===== src/design/iig_ram.sv =====
// generic simple dual-port ram with registered read
module iig_ram #(
  parameter int WIDTH = 8,
  parameter int DEPTH = 16
) (
  input  logic                     clk,
  input  logic                     we,
  input  logic [$clog2(DEPTH)-1:0] waddr,
  input  logic [WIDTH-1:0]         wdata,
  input  logic [$clog2(DEPTH)-1:0] raddr,
  output logic [WIDTH-1:0]         rdata
);

  logic [WIDTH-1:0] mem [DEPTH];

  always_ff @(posedge clk) begin
    if (we) begin
      mem[waddr] <= wdata;
    end
    rdata <= mem[raddr];
  end

endmodule


===== config.mk =====
export PLATFORM = sky130hd
export DESIGN_NAME = iig_ram
export DESIGN_NICKNAME = d
export VERILOG_FILES = /design/src/design/iig_ram.sv
export SDC_FILE = /design/constraint.sdc
export NUM_CORES = 1
export LEC_CHECK = 0
export BUFFER_PORTS_ARGS = -buffer_cell sky130_fd_sc_hd__clkbuf_2
export CAP_MARGIN = 20
export CELL_PAD_IN_SITES_DETAIL_PLACEMENT = 0
export CELL_PAD_IN_SITES_GLOBAL_PLACEMENT = 1
export CORE_MARGIN = 3
export CORE_UTILIZATION = 50
export DETAILED_ROUTE_END_ITERATION = 8
export PLACE_DENSITY = 0.82
export SYNTH_ARGS = -nofsm -noshare
export SYNTH_HDL_FRONTEND = slang
export SYNTH_SLANG_ARGS = --single-unit

===== constraint.sdc =====
create_clock -name clk -period 4.8 [get_ports clk]
set_clock_uncertainty 0.1 [all_clocks]
set_input_delay 0.72 -clock clk [delete_from_list [all_inputs] [get_ports clk]]
set_output_delay 0.72 -clock clk [all_outputs]
set_load 0.02 [all_outputs]

==> out/metrics.cfg <==
[status]
status=finished, final reports clean

[pwr]
p_leak_nw=1.98
power_density_nw_per_um2=455
peakVddDrop_mv=0.260

[flow_run]
max_cap_violations=0

[cells_and_area]
area_growth_pct=15.8
finalNonFillerCells=412
post-route-util=0.602
final_nets=284
drive_gt1_frac=0.272
num_antenna_cells=0

[drt]
wire_per_inst_microns=24.0
first_pass_iters=5
drc_errors=0
final_antenna_net_count=0
first_iter_violations=197
vias=2424
wl_microns=9870
vias_per_cell=5.88

[floorplan]
die_y_microns=107
io_pins=26
die_w_microns=107
die-area_sq_um=11500
coreArea_sq_um=9910
num_rows=36
start_util=0.519

[clock_tree]
post_cts_buffers=0
htree_num_levels=4
cts_root_buf=clkbuf_8
cts.sink_count=136
cts_tree=yes
clk_pin_slew_ns=0.06
clk_latency_ns=0.52
clockBufferDepth=2
cts_buffers=17
ctsHoldBuffers=0
cts_resized=0

[place]
gp_congestion=0.734
place_ws_ns=1.96
place_hpwl_microns=5830
io_buffers=25
dp.cells=380

[timing]
slew_violations=0
min_period_over_period=0.473
rsz0062_at_grt=no
hold-worst-slack_ns=0.529
tightest_slew_ns=0.979
max_freq_mhz=440
fin_tns_setup_ns=0
layout_min_cycle_time_ns=2.27
final-setup-viol-count=0
slew_headroom=0.345
fin_ws_ns=2.53
hold_viol=0

[grt]
grt_pass1_wl_microns=14900
grt_max_degree=33
track_usage=0.187
grt_pass1_vias=2385
antenna_found_initial=0
overflow=0

[critical_path]
start_kind=input pin
crit_required_ns=5.09
endpoint_kind=flop
crit_fanout=23
cp_data_arrival_time_ns=2.56
crit_type=in -> reg

[synthesis]
avgSynthCellArea_sq_um=22.5
syn_nets=247
synth-main-ff-cell=edfxtp_1
syn-cell-area_sq_um=5150
synthTopCellsByArea=edfxtp_1, mux4_2, mux4_1
async_reset_ff_frac=0
synth_edf_count=128
synthCells=229
yosysTopAreaCellShare=0.747
synth_top_area_cell=edfxtp_1
seq_area_frac_synth=0.778
yosys_warnings=0
synth_cell_types=19
synth_seq_cells=136
yosys-top-cells-count=edfxtp_1, mux4_2, a22oi_1
yosysMostFrequentCell=edfxtp_1

[min_path]
hold_class=in -> reg

## logic make-up (layout without fill, tap and decap cells)
kind of cell,after synthesis,in the layout,synth area share
DFF,136,136,0.778
and+or+nand+nor,35,35,0.0318
muxes,32,32,0.150
AOI/OAI and AO/OA,16,16,0.0233
buffers and inverters,10,60,0.0168
## area by class of cell
| type | count | area, sq um |
|---|---|---|
| tap | 133 | 166 |
| fill | 696 | 3950 |
| clock buffer | 20 | 425 |
| sequential | 136 | 4000 |
| clock inverter | 12 | 153 |
| timing repair buffer | 28 | 145 |
| multi-input combinational | 83 | 1070 |
## cell usage in the layout, fill, tap and decap left out, drive strengths merged
cell and instances:
buf 3, or3b 1, mux4 32, clkinv 4, clkinvlp 5, nand3 1, and2 1, bufinv 3
nand2b 2, clkbuf 45, nor3 4, nor2b 1, nand3b 2, and2b 1, dfxtp 8, a22oi 16
nand2 9, nor2 13, edfxtp 128
## power breakdown
part / total, mW / switching, mW / internal (mW)
clock: 1.25 / 0.463 / 0.788
combinational: 0.124 / 0.0765 / 0.0478
sequential: 1.34 / 0.0106 / 1.33
## critical path, stage by stage
cell      delay (ns)
clkbuf_2        0.63
buf_4           0.36
mux4_1          0.59
a22oi_1         0.18
nand2_1         0.07
## registers in the layout, summed over array words and instances, names as in the netlist
register	flops
mem	128
rdata	8
## stage by stage
step           power (mW)  instance area (sq um)
6_report             2.71                   5960
5_1_grt              2.78                   5960
4_1_cts              2.73                   5960
3_5_place_dp         1.49                   5380
3_3_place_gp         1.48                   5380
2_1_floorplan        1.44                   5150
## metal layers
layer | vias to the layer above | share of wire | global-route usage
li1 | 1051 | - | -
met1 | 1241 | 0.43 | 0.273
met2 | 118 | 0.46 | 0.260
met3 | 14 | 0.091 | 0.0690
met4 | 0 | 0.017 | 0.0694
met5 | - | 0 | 0
## final timing paths
kind	start	to	slack, ns	cells past startpoint
max reg2reg	mem[8][4]	rdata[4]	3.29	3
min reg2reg	mem[6][3]	rdata[3]	0.56	3
max	raddr[0]	rdata[2]	2.53	5
min	wdata[1]	mem[10][1]	0.53	1
Note: power is estimated with default switching activity, not from simulation.
