==> config.mk <==
export PLATFORM = sky130hd
export DESIGN_NAME = iig_queue
export DESIGN_NICKNAME = d
export VERILOG_FILES = /design/src/design/iig_pkg.sv /design/src/design/iig_queue.sv
export SDC_FILE = /design/constraint.sdc
export NUM_CORES = 1
export LEC_CHECK = 0
export BUFFER_PORTS_ARGS = -buffer_cell sky130_fd_sc_hd__buf_2
export CAP_MARGIN = 20
export CORE_ASPECT_RATIO = 1.25
export CORE_UTILIZATION = 45
export DETAILED_ROUTE_END_ITERATION = 8
export PLACE_DENSITY = 0.67
export SLEW_MARGIN = 20
export SYNTH_ARGS = -nofsm -noshare
export SYNTH_HDL_FRONTEND = slang
export SYNTH_SLANG_ARGS = --single-unit
==> constraint.sdc <==
create_clock -name clk -period 7.5 [get_ports clk]
set_input_delay 0.375 -clock clk [delete_from_list [all_inputs] [get_ports clk]]
set_output_delay 0.375 -clock clk [all_outputs]
set_load 0.02 [all_outputs]
==> src/design/iig_pkg.sv <==
// shared constants, types and size helpers for the integral image generator
package iig_pkg;

  localparam int MAX_WIDTH  = 1024;
  localparam int MAX_HEIGHT = 1024;

  localparam int NUM_CH = 3;
  localparam int PIX_W  = 8;
  localparam int RUN_W  = 18;
  localparam int SUM_W  = 28;
  localparam int SIZE_W = 11;

  localparam int COL_W = $clog2(MAX_WIDTH);
  localparam int ROW_W = $clog2(MAX_HEIGHT);
  localparam int POS_W = (COL_W > ROW_W) ? COL_W : ROW_W;
  // compare width for position + 1 against a clamped size
  localparam int CMP_W = ((POS_W > SIZE_W) ? POS_W : SIZE_W) + 1;

  localparam int LINE_W = NUM_CH * SUM_W;

  // configuration register indexes
  localparam int CFG_IDX_W = 1;
  localparam logic [CFG_IDX_W-1:0] REG_FRAME_WIDTH  = 1'd0;
  localparam logic [CFG_IDX_W-1:0] REG_FRAME_HEIGHT = 1'd1;

  localparam logic [SIZE_W-1:0] FRAME_WIDTH_RESET  = 11'd640;
  localparam logic [SIZE_W-1:0] FRAME_HEIGHT_RESET = 11'd480;

  // output queue
  localparam int QUEUE_DEPTH = 3;
  localparam int QPTR_W      = $clog2(QUEUE_DEPTH);
  localparam int QCNT_W      = $clog2(QUEUE_DEPTH + 1);

  typedef logic [PIX_W-1:0] pix_t;
  typedef logic [RUN_W-1:0] run_t;
  typedef logic [SUM_W-1:0] sum_t;
  typedef logic [NUM_CH-1:0][PIX_W-1:0] pix_vec_t;
  typedef logic [NUM_CH-1:0][RUN_W-1:0] run_vec_t;
  typedef logic [NUM_CH-1:0][SUM_W-1:0] line_t;

  // item between the scan stage and the line-store update stage
  typedef struct packed {
    logic             valid;
    logic [COL_W-1:0] col;
    logic             top_row;
    run_vec_t         run;
    logic             last;
  } scan_t;

  // one finished result
  typedef struct packed {
    line_t sum;
    logic  last;
  } result_t;

  // zero acts as one, anything above the maximum acts as the maximum
  function automatic logic [CMP_W-1:0] clamp_size(logic [SIZE_W-1:0] v, int maxv);
    logic [CMP_W-1:0] ext;
    logic [CMP_W-1:0] lim;
    ext = CMP_W'(v);
    lim = CMP_W'(maxv);
    if (ext == '0) begin
      return CMP_W'(1);
    end else if (ext > lim) begin
      return lim;
    end
    return ext;
  endfunction

endpackage

==> src/design/iig_queue.sv <==
// small result queue that decouples the pipeline from the output stall
module iig_queue (
  input  logic                         clk,
  input  logic                         rst,
  input  logic                         push,
  input  iig_pkg::result_t             push_data,
  input  logic                         pop,
  output logic                         not_empty,
  output iig_pkg::result_t             head,
  output logic [iig_pkg::QCNT_W-1:0]   count
);

  iig_pkg::result_t           entry [iig_pkg::QUEUE_DEPTH];
  logic [iig_pkg::QPTR_W-1:0] wr_ptr;
  logic [iig_pkg::QPTR_W-1:0] rd_ptr;
  logic                       do_pop;

  assign not_empty = (count != '0);
  assign head      = entry[rd_ptr];
  assign do_pop    = pop && not_empty;

  function automatic logic [iig_pkg::QPTR_W-1:0] ptr_inc(logic [iig_pkg::QPTR_W-1:0] p);
    if (p == iig_pkg::QPTR_W'(iig_pkg::QUEUE_DEPTH - 1)) begin
      return '0;
    end
    return p + iig_pkg::QPTR_W'(1);
  endfunction

  always_ff @(posedge clk) begin
    if (rst) begin
      wr_ptr <= '0;
      rd_ptr <= '0;
      count  <= '0;
    end else begin
      if (push) begin
        wr_ptr <= ptr_inc(wr_ptr);
      end
      if (do_pop) begin
        rd_ptr <= ptr_inc(rd_ptr);
      end
      unique case ({push, do_pop})
        2'b10:   count <= count + iig_pkg::QCNT_W'(1);
        2'b01:   count <= count - iig_pkg::QCNT_W'(1);
        default: count <= count;
      endcase
    end
  end

  always_ff @(posedge clk) begin
    if (push) begin
      entry[wr_ptr] <= push_data;
    end
  end

endmodule

==> impl_summary.txt <==
----------------------------------------------------
[Outcome]
  Status ... finished, final reports clean

[Place]
  Number of placed instances with taps included ... 1,001
  Number of I/O port buffers ... 176
  Detailed Place HPWL ... 11.1 mm
  Gp weighted congestion ... 0.711

[Critical path]
  Classification of the worst setup path ... flop to output pin
  Worst-case register-to-register setup slack ... 5020 ps
  Reg-to-reg endpoint ... entry[2][84]$_DFFE_PP_
  Crit-path max cell delay ... 800 ps
  Buf+Inv Stages, Crit Path ... 2
  Worst Setup Start Kind ... flop
  Endpoint type of the worst setup path ... output pin
  Top cell family by delay on the critical path ... buffers and inverters
  Data required time at the worst endpoint ... 7120 ps
  Data arrival at the endpoint of the critical path ... 2740 ps
  Critical path, cell by cell ... buf_4 > mux2i_1 > o21ai_1 > buf_2
  Cell count of the worst reg-to-reg path ... 3
  Beginning of the worst register-to-register path ... wr_ptr[1]$_SDFFE_PP0P_
  Slowest cell on the critical path ... sky130_fd_sc_hd__dfxtp_4
  Maximum fanout encountered on the critical timing path ... 47

[Timing]
  Number of pins with negative max-slew slack in the final report ... 0
  Final count of hold timing violations ... 0
  Worst-margin pin slew ... between 1000 and 1500 ps
  Clock skew ... 4.77 ps
  Slew headroom ... 30.6%
  RSZ-0062 raised after global routing ... false
  Final-layout setup total negative slack ... 0 ps
  Min Tclk post-route ... 3120 ps
  Max Freq ... 321 MHz
  Period Utilization, post-route ... between 40% and 50%
  Number of endpoints failing setup at the final stage ... 0

[Synthesis]
  Top FF cell, synth ... sky130_fd_sc_hd__edfxtp_1
  Synth Cell Area ... 9740 µm²
  Gate count after technology mapping ... 573
  Most common cell in the netlist ... sky130_fd_sc_hd__edfxtp_1
  Top cells by area in the synthesized netlist ... sky130_fd_sc_hd__edfxtp_1 79%, sky130_fd_sc_hd__mux2i_1 8.7%, sky130_fd_sc_hd__o21ai_1 4.4%
  Top cell types by occurrence after synthesis ... 255 x sky130_fd_sc_hd__edfxtp_1, 89 x sky130_fd_sc_hd__nand2_1, 86 x sky130_fd_sc_hd__o21ai_1
  Post-synthesis area per instance ... ~17 µm²
  Synth warn ... 0
  Number of unique standard cell types used by synthesis ... 24
  Synth area leader ... sky130_fd_sc_hd__edfxtp_1
  Post-synthesis sequential area ratio ... 80.2%
  EDFF count, synth ... 255
  Yosys top cell area share ... 78.6%
  Net Count, Synth ... ~660
  Post-synthesis sequential element count ... roughly 260
  Proportion of register bits with asynchronous set or reset after synthesis ... 0%

[Hold path]
  Hold path depth ... 1
  Hold wc startpoint ... push_data[45]
  Type of the tightest min-delay check ... input port to flop
  Worst-case hold path end point ... entry[0][45]$_DFFE_PP_

[Cells and area]
  Syn-to-layout area delta ... 19.7%
  Layout cell share with drive strength beyond 1 ... 29.4%
  Non-filler instance count after layout ... 1,046
  Net count reported at finish ... about 840
  Antenna diode count ... 0

[Clock tree]
  Clk_lat worst skew ... around 500 ps
  Deepest clock path buffer count ... 3
  Root Buffer ... sky130_fd_sc_hd__clkbuf_16
  Worst-path clk slew ... 60 ps
  Number of buffers inserted by hold repair at cts ... 0
  Clock tree from TritonCTS ... done
  CTS Sinks ... 263
  CTS buffer count ... 25
  Post-cts repair resize count ... 0
  Total number of H-tree levels ... 1
  Setup Buffers After CTS ... 0

[Run]
  Max-Cap Viols ... 0

[Pwr]
  Max rail drop VDD ... 0.226 mV
  Total power after layout ... 3610 µW
  Pwr/cell area ... approximately 310 nW/µm²
  Leakage component of the power ... 0.00400 µW

[Drt]
  Vias after detailed routing ... ~5,300
  Count of antenna-violating nets left after detailed routing ... 0
  Drt first pass iters ... 4
  Vias per Instance ... between 5 and 6
  Sum of routed wire length over all layers ... 18.3 mm
  Average routed wire per standard cell ... approximately 17 µm
  DRC violations left ... 0
  Number of DRC violations after detailed-routing iteration 0 ... between 300 and 400

[Global route]
  Via count of the first global-routing pass ... roughly 5,800
  Number of antenna violations at the first check in global routing ... 1
  Maximum number of pins on one net before global-route repair ... roughly 110
  Aggregate global-route resource usage ... 16.6%
  Total congestion overflow ... 0
  Global-route wire length before repair ... ~29 mm

[Floorplanning]
  Top-Level Pins ... 177
  Initial Utilization ... 46.3%
  Die Span Y ... 167 µm
  Die ar. ... 22,200 µm²
  CORE AREA ... 21,000 µm²
  Site row count ... just under 60
  Die Width ... between 100 and 150 µm

----------------------------------------------------
[cell usage in the layout, fill, tap and decap left out, types with 6 or more instances in the layout]
master / count
sky130_fd_sc_hd__edfxtp_1: 255
sky130_fd_sc_hd__buf_2: 176
sky130_fd_sc_hd__nand2_1: 89
sky130_fd_sc_hd__o21ai_1: 86
sky130_fd_sc_hd__mux2i_1: 85
sky130_fd_sc_hd__clkbuf_16: 25
sky130_fd_sc_hd__clkbuf_1: 7
sky130_fd_sc_hd__buf_4: 7
sky130_fd_sc_hd__clkinv_2: 6
sky130_fd_sc_hd__dfxtp_1: 6
[state kept, by name, summed over array words and instances (netlist names), named ones only]
signal	count
count	2
entry	255
rd_ptr	2
wr_ptr	2
[cell type report]
type	instances	area (µm²)
Timing Repair Buffer	183	933
Tap cell	274	343
Sequential cell	263	7830
Fill cell	1733	9380
Clock inverter	10	101
Inverter	2	7.51
Multi-Input combinational cell	279	1760
Clock buffer	35	693
[stage by stage]
stage	hold slack (ps)	area (µm²)	utilization (%)	setup slack [ps]
after global placement	456	10900	51.7	4900
after floorplan	444	9740	-	652
after CTS	37.5	11700	55.4	4310
final	68.7	11700	55.4	4380
after detailed placement	470	10900	51.7	4850
after global routing	46.1	11700	55.4	4130
[worst max-delay path by stage]
stage / startpoint / to / cells after the start
after floorplan: push / entry[0][0]$_DFFE_PP_ / 2
after global placement: flop / head[75] / 4
after detailed placement: flop / head[66] / 4
after CTS: flop / head[48] / 4
after global routing: flop / head[48] / 4
final: flop / head[75] / 4
[where the power goes]
group	total, µW	switching, µW	internal (µW)
clock network	1210	503	712
logic	643	403	239
registers	1750	61.5	1690
[layer usage]
metal  up-vias  routed length (µm)  global-route usage [%]
li1       2521                   -                       -
met1      2578                7130                    19.0
met2       164                9700                    31.2
met3        33                1110                    3.32
met4         2                 344                    4.64
met5         -                  13                       0
[kinds of logic after synthesis]
kind of cell             count (synthesis)  share of synthesized area, %
flip-flops                             263                          80.2
AO/OA/AOI/OAI                           91                          4.73
buffers and inverters                   31                          1.89
multiplexers                            86                          8.85
adder cells (fa/ha/maj)                  1                         0.128
AND/OR/NAND/NOR                         99                          3.98
XOR/XNOR                                 2                         0.180
(Power assumes the default switching activity.)
